## src/hdl/sorted_priority_queue_unit_assert.svh

```systemverilog
// Assertion macros for the sorted priority queue.
`ifndef SORTED_PRIORITY_QUEUE_UNIT_ASSERT_SVH
`define SORTED_PRIORITY_QUEUE_UNIT_ASSERT_SVH

// Consequent must hold in the same cycle as the antecedent.
`define SPQ_ASSERT_NOW(lbl, clk, rstn, ante, cons, msg) \
  lbl: assert property (@(posedge clk) disable iff (!(rstn)) (ante) |-> (cons)) else $error(msg);

// Consequent must hold in the cycle after the antecedent.
`define SPQ_ASSERT_NEXT(lbl, clk, rstn, ante, cons, msg) \
  lbl: assert property (@(posedge clk) disable iff (!(rstn)) (ante) |=> (cons)) else $error(msg);

`endif

```

## src/hdl/spq_pkg.sv

```systemverilog
package spq_pkg;

  localparam int DATA_W       = 32;
  localparam int STATUS_W     = 2;
  localparam int CAPACITY_DEF = 64;

  typedef enum logic [STATUS_W-1:0] {
    STAT_OK    = 2'd0,
    STAT_FULL  = 2'd1,
    STAT_EMPTY = 2'd2
  } status_t;

  typedef enum logic [2:0] {
    ST_IDLE,
    ST_EXEC,
    ST_PUSH_STEP,
    ST_PUSH_CMP,
    ST_POP_DATA
  } state_t;

  // Controller to datapath
  typedef struct packed {
    logic    load_in;   // capture request fields
    logic    init_idx;  // scan index starts at the tail
    logic    rd_prev;   // read entry below the scan index
    logic    rd_head;   // read the head entry
    logic    shift;     // move read entry up one slot, step index down
    logic    insert;    // write new value at scan index, grow tail
    logic    pop_adv;   // advance head, drain if last entry
    logic    emit;      // load the result register
    status_t emit_status;
    logic    emit_pop;  // result carries the read entry
  } spq_cmd_t;

  // Datapath to controller
  typedef struct packed {
    logic is_pop;
    logic full;
    logic empty;
    logic at_head;   // scan index reached the head
    logic rd_gt;     // read entry is greater than the new value
    logic out_free;  // result register can take a new result
  } spq_stat_t;

endpackage

```

## src/hdl/sorted_priority_queue_unit.sv

```systemverilog
// Sorted priority queue. Requests are worked on one at a time; a push scans down from
// the tail past every stored entry greater than the value, then inserts it. The next
// request is taken while a finished result still waits in the result register.
// Reset (rst_n low, synchronous) empties the queue, drops any pending result.
`include "sorted_priority_queue_unit_assert.svh"

module sorted_priority_queue_unit #(
  parameter int CAPACITY = spq_pkg::CAPACITY_DEF
) (
  input  logic                              clk,
  input  logic                              rst_n,
  // request channel
  input  logic                              in_valid,
  output logic                              in_stall,
  input  logic                              in_action,
  input  logic signed [spq_pkg::DATA_W-1:0] in_value,
  // result channel
  output logic                              out_valid,
  input  logic                              out_stall,
  output logic signed [spq_pkg::DATA_W-1:0] out_popped_value,
  output logic [spq_pkg::STATUS_W-1:0]      out_status
);
  import spq_pkg::*;

  // Controller sequences each request:
  //   IDLE      take request
  //   EXEC      full / empty checks, start scan or head read
  //   PUSH_STEP read entry just below scan index, or insert at head
  //   PUSH_CMP  entry > value: shift it up one slot and keep scanning,
  //             otherwise insert value above it (equal values keep arrival order)
  //   POP_DATA  return head entry, advance head, drain on last entry
  // Any step that produces a result holds until the output register is free.
  spq_cmd_t  cmd;
  spq_stat_t st;

  spq_ctrl u_ctrl (
    .clk      (clk),
    .rst_n    (rst_n),
    .in_valid (in_valid),
    .in_stall (in_stall),
    .st       (st),
    .cmd      (cmd)
  );

  // Datapath: single-port-write entry memory with registered read, head/tail
  // pointers, scan index, signed compare and the result register.
  spq_dp #(
    .CAPACITY (CAPACITY)
  ) u_dp (
    .clk              (clk),
    .rst_n            (rst_n),
    .in_action        (in_action),
    .in_value         (in_value),
    .cmd              (cmd),
    .st               (st),
    .out_valid        (out_valid),
    .out_stall        (out_stall),
    .out_popped_value (out_popped_value),
    .out_status       (out_status)
  );

  // A request is worked on alone: the cycle after acceptance the input is stalled.
  `SPQ_ASSERT_NEXT(a_busy_after_req, clk, rst_n, in_valid && !in_stall, in_stall, "request accepted while busy")
  // Results are only produced when the output register can take them.
  `SPQ_ASSERT_NOW(a_emit_when_free, clk, rst_n, cmd.emit, st.out_free, "result overwrote pending result")
  // The head entry is only read when the queue holds something.
  `SPQ_ASSERT_NOW(a_pop_not_empty, clk, rst_n, cmd.rd_head, !st.empty, "pop read on empty queue")
  // A shift and an insert never hit the memory in the same cycle.
  `SPQ_ASSERT_NOW(a_one_write, clk, rst_n, cmd.shift, !cmd.insert && !cmd.emit, "two memory writes")

endmodule

```

## src/hdl/spq_ctrl.sv

```systemverilog
module spq_ctrl (
  input  logic              clk,
  input  logic              rst_n,
  input  logic              in_valid,
  output logic              in_stall,
  input  spq_pkg::spq_stat_t st,
  output spq_pkg::spq_cmd_t  cmd
);
  import spq_pkg::*;

  state_t state_r, state_nxt;

  always_ff @(posedge clk) begin
    if (!rst_n) begin
      state_r <= ST_IDLE;
    end else begin
      state_r <= state_nxt;
    end
  end

  always_comb begin
    state_nxt = state_r;
    case (state_r)
      ST_IDLE: begin
        if (in_valid) state_nxt = ST_EXEC;
      end
      ST_EXEC: begin
        if (!st.is_pop) begin
          if (!st.full) state_nxt = ST_PUSH_STEP;
          else if (st.out_free) state_nxt = ST_IDLE;
        end else begin
          if (!st.empty) state_nxt = ST_POP_DATA;
          else if (st.out_free) state_nxt = ST_IDLE;
        end
      end
      ST_PUSH_STEP: begin
        if (!st.at_head) state_nxt = ST_PUSH_CMP;
        else if (st.out_free) state_nxt = ST_IDLE;
      end
      ST_PUSH_CMP: begin
        if (st.rd_gt) state_nxt = ST_PUSH_STEP;
        else if (st.out_free) state_nxt = ST_IDLE;
      end
      ST_POP_DATA: begin
        if (st.out_free) state_nxt = ST_IDLE;
      end
      default: state_nxt = ST_IDLE;
    endcase
  end

  always_comb begin
    in_stall = 1'b1;
    cmd      = '0;
    cmd.emit_status = STAT_OK;
    case (state_r)
      ST_IDLE: begin
        in_stall    = 1'b0;
        cmd.load_in = in_valid;
      end
      ST_EXEC: begin
        if (!st.is_pop) begin
          if (st.full) begin
            cmd.emit        = st.out_free;
            cmd.emit_status = STAT_FULL;
          end else begin
            cmd.init_idx = 1'b1;
          end
        end else begin
          if (st.empty) begin
            cmd.emit        = st.out_free;
            cmd.emit_status = STAT_EMPTY;
          end else begin
            cmd.rd_head = 1'b1;
          end
        end
      end
      ST_PUSH_STEP: begin
        if (st.at_head) begin
          cmd.insert = st.out_free;
          cmd.emit   = st.out_free;
        end else begin
          cmd.rd_prev = 1'b1;
        end
      end
      ST_PUSH_CMP: begin
        if (st.rd_gt) begin
          cmd.shift = 1'b1;
        end else begin
          cmd.insert = st.out_free;
          cmd.emit   = st.out_free;
        end
      end
      ST_POP_DATA: begin
        cmd.emit     = st.out_free;
        cmd.emit_pop = st.out_free;
        cmd.pop_adv  = st.out_free;
      end
      default: begin
        in_stall = 1'b1;
      end
    endcase
  end

endmodule

```

## src/hdl/spq_dp.sv

```systemverilog
module spq_dp #(
  parameter int CAPACITY = spq_pkg::CAPACITY_DEF
) (
  input  logic                              clk,
  input  logic                              rst_n,
  input  logic                              in_action,
  input  logic signed [spq_pkg::DATA_W-1:0] in_value,
  input  spq_pkg::spq_cmd_t                 cmd,
  output spq_pkg::spq_stat_t                st,
  output logic                              out_valid,
  input  logic                              out_stall,
  output logic signed [spq_pkg::DATA_W-1:0] out_popped_value,
  output logic [spq_pkg::STATUS_W-1:0]      out_status
);
  import spq_pkg::*;

  localparam int IDX_W  = (CAPACITY > 1) ? $clog2(CAPACITY) : 1;
  localparam int TAIL_W = $clog2(CAPACITY + 1);

  logic signed [DATA_W-1:0] mem [CAPACITY];

  logic                     act_r;
  logic signed [DATA_W-1:0] val_r;
  logic signed [DATA_W-1:0] rd_data_r;
  logic [IDX_W-1:0]         head_r;
  logic [TAIL_W-1:0]        tail_r;
  logic [IDX_W-1:0]         idx_r;
  logic                     out_valid_r;
  logic signed [DATA_W-1:0] out_value_r;
  logic [STATUS_W-1:0]      out_status_r;

  logic [TAIL_W-1:0] head_ext;
  logic [TAIL_W-1:0] head_inc;
  logic [IDX_W-1:0]  rd_addr;
  logic              rd_en;

  assign head_ext = TAIL_W'(head_r);
  assign head_inc = head_ext + TAIL_W'(1);
  assign rd_en    = cmd.rd_prev | cmd.rd_head;
  assign rd_addr  = cmd.rd_head ? head_r : (idx_r - IDX_W'(1));

  assign st.is_pop   = act_r;
  assign st.full     = (tail_r >= TAIL_W'(CAPACITY));
  assign st.empty    = (tail_r == '0) || (head_ext >= tail_r);
  assign st.at_head  = (idx_r == head_r);
  assign st.rd_gt    = (rd_data_r > val_r);
  assign st.out_free = !out_valid_r || !out_stall;

  // request capture
  always_ff @(posedge clk) begin
    if (cmd.load_in) begin
      act_r <= in_action;
      val_r <= in_value;
    end
  end

  // entry store
  always_ff @(posedge clk) begin
    if (cmd.shift) begin
      mem[idx_r] <= rd_data_r;
    end else if (cmd.insert) begin
      mem[idx_r] <= val_r;
    end
  end

  always_ff @(posedge clk) begin
    if (rd_en) begin
      rd_data_r <= mem[rd_addr];
    end
  end

  always_ff @(posedge clk) begin
    if (cmd.init_idx) begin
      idx_r <= tail_r[IDX_W-1:0];
    end else if (cmd.shift) begin
      idx_r <= idx_r - IDX_W'(1);
    end
  end

  // head / tail
  always_ff @(posedge clk) begin
    if (!rst_n) begin
      head_r <= '0;
      tail_r <= '0;
    end else begin
      if (cmd.init_idx && (tail_r == '0)) begin
        head_r <= '0;
      end
      if (cmd.insert) begin
        tail_r <= tail_r + TAIL_W'(1);
      end
      if (cmd.pop_adv) begin
        if (head_inc >= tail_r) begin
          head_r <= '0;
          tail_r <= '0;
        end else begin
          head_r <= head_r + IDX_W'(1);
        end
      end
      if (cmd.emit && (cmd.emit_status == STAT_EMPTY)) begin
        head_r <= '0;
        tail_r <= '0;
      end
    end
  end

  // result register
  always_ff @(posedge clk) begin
    if (!rst_n) begin
      out_valid_r <= 1'b0;
    end else if (cmd.emit) begin
      out_valid_r <= 1'b1;
    end else if (!out_stall) begin
      out_valid_r <= 1'b0;
    end
  end

  always_ff @(posedge clk) begin
    if (cmd.emit) begin
      out_value_r  <= cmd.emit_pop ? rd_data_r : '0;
      out_status_r <= cmd.emit_status;
    end
  end

  assign out_valid        = out_valid_r;
  assign out_popped_value = out_value_r;
  assign out_status       = out_status_r;

endmodule
```

## config.mk

```make
export PLATFORM = sky130hd
export DESIGN_NAME = sorted_priority_queue_unit
export DESIGN_NICKNAME = d
export VERILOG_FILES = /design/src/hdl/spq_pkg.sv /design/src/hdl/sorted_priority_queue_unit.sv /design/src/hdl/spq_ctrl.sv /design/src/hdl/spq_dp.sv
export VERILOG_INCLUDE_DIRS = /design/src /design/src/hdl
export SDC_FILE = /design/constraint.sdc
export NUM_CORES = 2
export LEC_CHECK = 0
export BUFFER_PORTS_ARGS = -buffer_cell sky130_fd_sc_hd__buf_2
export CORE_MARGIN = 2
export CORE_UTILIZATION = 35
export CTS_CLUSTER_DIAMETER = 120
export DETAILED_ROUTE_END_ITERATION = 10
export GPL_ROUTABILITY_DRIVEN = 0
export GPL_TIMING_DRIVEN = 0
export PLACE_DENSITY = 0.5
export SLEW_MARGIN = 20
export SYNTH_ARGS = -nofsm -noshare
export SYNTH_HDL_FRONTEND = slang
export SYNTH_SLANG_ARGS = --single-unit
```

## constraint.sdc

```tcl
create_clock -name clk -period 11.31 [get_ports clk]
set_input_delay 3.393 -clock clk [delete_from_list [all_inputs] [get_ports clk]]
set_output_delay 3.393 -clock clk [all_outputs]
set_load 0.01 [all_outputs]
```

* After elaboration in Yosys (flattened, before gate mapping)
Memory sizes are Yosys's and may differ from the RTL's. A register that Yosys moved wholly into a read port is not among the register bits.
Index checks and enable logic that the tools add are counted.
** Word-level totals
- Bits in writable memories :: 2048
- Logic and storage cells :: 86
- Output and inout port bits :: 36
- Bits in registers :: 90
- Input bits :: 37
- Memories kept :: 1
** Operators by class
- Magnitude comparators :: 4
- Muxes and demuxes :: 46
- Eq/ne operators :: 8
- Add/subtract/negate cells :: 4
- Reduce and logical (&&, ||, !) cells :: 11
- Bitwise operators :: 3
** Memory list
- u_dp.mem :: depth 64, width 32, read ports 1, clocked after memory_dff 1, write ports 1, line spq_dp.sv:20 : logic signed [DATA_W-1:0] mem [CAPACITY];
** Operator list (number)
- 2-to-1 mux 6 bit :: 6
- > comparator 32 bit :: 1
- 2-to-1 mux 32 bit :: 1
- 2-to-1 mux 3 bit :: 10
- 2-to-1 mux 1 bit :: 22
- 2-to-1 mux 7 bit :: 3
- one-hot mux 3 bit (5 select lines) :: 1
- adder 6 x 1 -> 7 bit (second input constant) :: 1
- adder 7 x 1 -> 7 bit (second input constant) :: 1
- greater-or-equal comparator 6 x 7 -> 1 bit :: 1
- greater-or-equal comparator 7 bit :: 1
- greater-or-equal comparator 7 bit (second input constant) :: 1
- logical NOT 7 bit :: 1
- adder 6 x 1 -> 6 bit (second input constant) :: 1
- == test 3 x 2 -> 1 bit (second input constant) :: 2
- == test 6 bit :: 1
- subtractor 6 x 1 -> 6 bit (second input constant) :: 1
- one-hot mux 1 bit (4 select lines) :: 1
- nonzero test 2 bit :: 2
- == test 3 x 1 -> 1 bit (second input constant) :: 1
- == test 3 bit (second input constant) :: 1
- logical NOT 3 bit :: 1
- == test 2 bit (second input constant) :: 1
- logical AND 1 bit :: 2
- 9 further kinds :: 12

* Depth between registers and ports, before layout
- Depth after elaboration :: 8
- Depth in mapped cells :: 18
- Depth with buffers taken out :: 12

* Cells and area by module
From an unflattened synthesis, not the netlist that was laid out.
** Unflattened totals
- Cell total of the unflattened synthesis :: 6527
- Area, all modules :: 88208.3 sq um
** By module, submodules not included
- spq_dp :: seq. area each 64932.3 sq um, cells an instance 6481, area an instance 87883.0 sq um, instances 1
- spq_ctrl :: seq. area each 60.1 sq um, cells an instance 46, area an instance 325.3 sq um, instances 1

* Worst setup path before layout
No wires, ideal clock.
- Path type :: in2reg
- Start :: input port out_stall
- End :: memory u_dp.mem[0][10], data pin
- Arrival :: 6442 ps
- Required time :: 10608 ps
- Path buffers :: 1
- Cell stages on the path :: 4
- Path slack :: 4167 ps
- Setup time :: 702 ps
- Cells stage by stage :: nand2_1 > nand2_1 > clkbuf_1 > o21ai_0
** Between the ends
- Word-level cells in the longest chain between the ends :: 8
- Elaborated cells on any way between the ends :: 9
- Classes of those cells :: mux (7); reduce/logical (2)
** RTL lines
- from (decl) :: line sorted_priority_queue_unit.sv:19 : input logic out_stall,
- logical NOT 1 bit (*) :: line spq_dp.sv:47 : assign st.out_free = !out_valid_r || !out_stall;
- logical OR 1 bit (*) :: line spq_dp.sv:47
- 2-to-1 mux 1 bit, on equally long branches :: line spq_ctrl.sv:86, spq_ctrl.sv:78
- one-hot mux 1 bit (2 select lines) (*) :: line spq_ctrl.sv:55 : case (state_r)
- 2-to-1 mux 1 bit (*) :: line spq_dp.sv:61 : end else if (cmd.insert) begin
- 2-to-1 mux 1 bit (*) :: line spq_dp.sv:59 : if (cmd.shift) begin
- 2-to-1 mux 1 bit (implied by the code) (*) :: line spq_dp.sv:62 : mem[idx_r] <= val_r;
- 2-to-1 mux 32 bit (no source line) (*)
- to (decl) :: line spq_dp.sv:20
Every way passes the cells marked *; elsewhere a longest branch is shown, timed or not.

* Worst setup path after layout
- Start :: register u_dp.idx_r[0]
- End :: register u_dp.rd_data_r[31], read port of u_dp.mem, data pin
** Between the ends
- Word-level cells in the longest chain between the ends :: 4
- Elaborated cells on any way between the ends :: 6
- Classes of those cells :: add/sub (1); eq/ne (1); mux (3); bitwise (1)
** RTL lines
- from (decl) :: line spq_dp.sv:27 : logic [IDX_W-1:0] idx_r;
- from (signal assigned) :: line spq_dp.sv:74 : idx_r <= tail_r[IDX_W-1:0];
- from (signal assigned) :: line spq_dp.sv:76 : idx_r <= idx_r - IDX_W'(1);
- branches (longest 4 deep; another with subtractor 6 x 1 -> 6 bit)
- to (decl) :: line spq_dp.sv:24 : logic signed [DATA_W-1:0] rd_data_r;
Several ways; the timed one is not identified.
A chain may end at the register's enable or synchronous reset.

==> flow_summary.json <==
{
  "ir_worst_vdd_v": 0.000152,
  "layout_min_cycle_time_ns": 7.71,
  "rr_endpoint": "u_dp.rd_data_r[31]$_DFFE_PP_",
  "synth.avg_cell_area_um2": 14.0,
  "post-cts-setup-buffers": 0,
  "clockBufferDepth": 3,
  "cts_num_sinks": 2170,
  "cp-end-kind": "flop",
  "final-setup-viol-count": 0,
  "setup_ws_ns": 3.60,
  "async_flop_share_pct": 0,
  "die_w_um": 505,
  "ff2ff_path_depth": 14,
  "hp-class": "reg2reg",
  "drv_slew": 0,
  "max_freq_mhz": 130,
  "cts_made_buffers": 226,
  "syn_area_um2": 87700,
  "fin_nets": 7119,
  "met2WireLength_mm": 155,
  "wl_met3_mm": 42.6,
  "grt.total_usage_pct": 27.5,
  "reg2reg_from": "u_dp.idx_r[0]$_DFFE_PP_",
  "met1_length_mm": 139,
  "worst_pin_slew_ns": 1.31,
  "cts-htree-levels": 4,
  "power_mw": 18.4,
  "grt_first_pass_wirelength_mm": 481,
  "drt_iter0_markers": 10997,
  "cts_resized": 0,
  "grt_antenna_before_repair": 30,
  "core_area_um2": 249000,
  "power.density_nw_per_um2": 174,
  "die_y_um": 505,
  "maxSlewHeadroom_pct": 11.8,
  "dp_slack_ns": 3.87,
  "synth_seq_area_share_pct": 74.1,
  "root_buffer": "clkbuf_16",
  "critPathKind": "reg2reg",
  "wire_per_inst_um": 34.0,
  "grt.overflow.total": 0,
  "area_delta_synth_final_pct": 20.7,
  "crit_path_max_fanout": 10,
  "grt_pass1_vias": 56756,
  "ys_types": 69,
  "min-delay-start": "u_dp.tail_r[4]$_SDFF_PP0_",
  "rsz0062_at_grt": "no",
  "start_util_pct": 35.2,
  "final_core_util_pct": 42.5,
  "startpoint_type": "flop",
  "ff2ff_setup_slack_ns": 3.60,
  "postSynthCellCount": 6266,
  "hold_depth": 2,
  "io_buffers": 72,
  "required_ns": 11.89,
  "p_leak_nw": 36.6,
  "synth_flop_cell": "edfxtp_1",
  "ios": 73,
  "row_count": 183,
  "clk_transition_reported_paths_ns": 0.06,
  "synth_edf_count": 2153,
  "fp.dieArea_um2": 255000,
  "holdWs_ns": 0.543,
  "setup_tns_ns": 0,
  "vias_per_cell": 5.82,
  "fin_skew_ns": 0.0636,
  "drtPass1Iterations": 9,
  "ys_warn_count": 0,
  "grt_max_degree": 34,
  "holdBufCountCts": 0,
  "clkLatencyLatePin_ns": 0.92,
  "timing.final.crit_share_pct": 68.2,
  "drive_gt1_share_pct": 16.9,
  "top_layer_used": "met5",
  "postRouteAntennaNets": 0,
  "status": "complete, no violations",
  "routed_wl_mm": 360,
  "hpwl_mm": 270,
  "ys_ff_latch": 2170,
  "cap_viol_max_count": 0,
  "synth_nets": 6352,
  "hold_viol": 0,
  "hold_end": "u_dp.tail_r[4]$_SDFF_PP0_",
  "cts_tree": "done",
  "arrival_ns": 8.29,
  "drc": 0,
  "vias": 61525
}
-- layout make-up --
| type | instances | area [um^2] |
|---|---|---|
| tap | 3330 | 4170 |
| inverter | 119 | 447 |
| fill | 22706 | 143000 |
| antenna | 13 | 32.5 |
| multi-input combinational | 3534 | 20800 |
| timing repair buffer | 539 | 5830 |
| clock buffer | 274 | 5860 |
| buffer | 443 | 2150 |
| clock inverter | 156 | 1510 |
| sequential | 2170 | 65000 |
-- worst max-delay path, cell delays in order, from the launching register on --
cell	delay, ns
edfxtp_1	0.35
clkbuf_2	0.38
clkbuf_1	0.66
inv_1	0.38
ha_1	0.51
mux2i_1	0.77
buf_2	0.68
clkbuf_1	0.94
buf_1	0.92
a311oi_1	0.31
a31oi_1	0.24
o21ai_0	0.33
a222oi_1	0.39
buf_2	0.28
o21ai_1	0.19
-- how the worst max path moves through the flow --
stage                                  from                            to  slack [ns]  cells past startpoint
floorplan                         out_stall     u_dp.mem[0][10]$_DFFE_PP_        4.17                      4
global placement                  out_stall     u_dp.mem[9][10]$_DFFE_PP_       -3.58                      5
detailed placement  u_dp.idx_r[0]$_DFFE_PP_  u_dp.rd_data_r[30]$_DFFE_PP_        3.87                     13
CTS                 u_dp.idx_r[0]$_DFFE_PP_  u_dp.rd_data_r[30]$_DFFE_PP_        3.87                     13
finish              u_dp.idx_r[0]$_DFFE_PP_  u_dp.rd_data_r[31]$_DFFE_PP_        3.60                     14
global route        u_dp.idx_r[0]$_DFFE_PP_  u_dp.rd_data_r[31]$_DFFE_PP_        3.90                     14
-- sequential cells by signal (all words and copies together), names as in the netlist, 2 cells and up --
name / flops
u_dp.out_popped_value: 32
u_dp.rd_data_r: 32
u_ctrl.state_r: 3
u_dp.tail_r: 7
u_dp.out_status: 2
u_dp.head_r: 6
u_dp.val_r: 32
u_dp.idx_r: 6
u_dp.mem: 2048
-- per-stage QoR --
stage | cells | instance area [um^2]
2_1_floorplan | 6266 | 87700
3_3_place_gp | 9668 | 92200
3_5_place_dp | 10133 | 98400
4_1_cts | 10563 | 106000
5_1_grt | 10565 | 106000
6_report | 10578 | 106000
-- kinds of logic (layout without fill, tap and decap cells) --
group | Yosys count | in the layout | synth area share [%]
adders and majority gates | 49 | 49 | 0.699
AOI/OAI and AO/OA | 1013 | 1013 | 8.15
muxes | 282 | 282 | 3.24
DFF | 2170 | 2170 | 74.1
other | 0 | 13 | 0
and+or+nand+nor | 2175 | 2175 | 10.7
buffers and inverters | 562 | 1531 | 2.93
xor gates and xnor gates | 15 | 15 | 0.150
-- power by group --
part | switching, mW | internal, mW | total (mW) | leakage, nW
sequential | 0.0150 | 8.85 | 8.86 | 19.5
combinational | 1.62 | 0.502 | 2.12 | 13.5
clock | 3.28 | 4.18 | 7.46 | 3.56
total | 4.91 | 13.5 | 18.4 | 36.6
-- layout by cell type (no fill, tap or decap), types with 62 or more instances in the layout --
master / synthesis / final
nand2_1: 1383 / 1382
a21oi_1: 119 / 118
nand3_1: 494 / 494
o22ai_1: 129 / 129
a211oi_1: 141 / 141
nor3_2: 0 / 64
clkbuf_16: 0 / 227
clkbuf_1: 206 / 230
and3_1: 65 / 65
a311oi_1: 160 / 160
mux2i_1: 272 / 272
buf_4: 26 / 314
o21ai_0: 134 / 102
buf_6: 25 / 111
buf_16: 0 / 72
clkinv_1: 0 / 62
a31oi_1: 102 / 102
buf_2: 141 / 216
edfxtp_1: 2153 / 2153
inv_1: 119 / 119
-- cells in the mapped netlist (5+ instances only) --
cell type / number / area share (%)
a222oi_1: 16 / 0.18
a21oi_1: 119 / 0.68
o221ai_1: 22 / 0.22
a211oi_1: 141 / 1.2
mux2_2: 9 / 0.12
buf_1: 45 / 0.19
a32oi_1: 53 / 0.53
nor3_1: 77 / 0.44
edfxtp_1: 2153 / 74
o21ai_1: 30 / 0.17
buf_4: 26 / 0.22
nor2b_1: 7 / 0.050
xor2_1: 5 / 0.050
nand4_1: 27 / 0.19
nand3_1: 494 / 2.8
nor2_1: 37 / 0.16
buf_6: 25 / 0.32
inv_1: 119 / 0.51
and2_1: 33 / 0.24
dfxtp_1: 17 / 0.39
buf_2: 141 / 0.80
mux2i_1: 272 / 3.1
a311oi_1: 160 / 1.6
ha_1: 49 / 0.70
o21a_1: 17 / 0.15
o41ai_2: 6 / 0.11
o22ai_1: 129 / 0.92
nand3b_1: 5 / 0.043
a21o_1: 15 / 0.13
o21ai_0: 134 / 0.76
nor4_1: 7 / 0.050
nand2b_1: 8 / 0.057
o41ai_1: 6 / 0.060
and3_1: 65 / 0.46
clkbuf_1: 206 / 0.88
o211ai_1: 7 / 0.060
a31oi_1: 102 / 0.73
a22oi_1: 5 / 0.043
or3_1: 8 / 0.057
nand2_1: 1383 / 5.9
or4_1: 9 / 0.077
a2111oi_0: 5 / 0.050
a211oi_2: 16 / 0.23
xnor2_1: 10 / 0.10
-- per-layer routing --
metal	track usage, %	vias up
met5	0	-
met4	14.9	12
met3	7.21	842
met2	40.7	4072
met1	36.9	31188
li1	-	25411
Power figures use the tool's default switching activity.
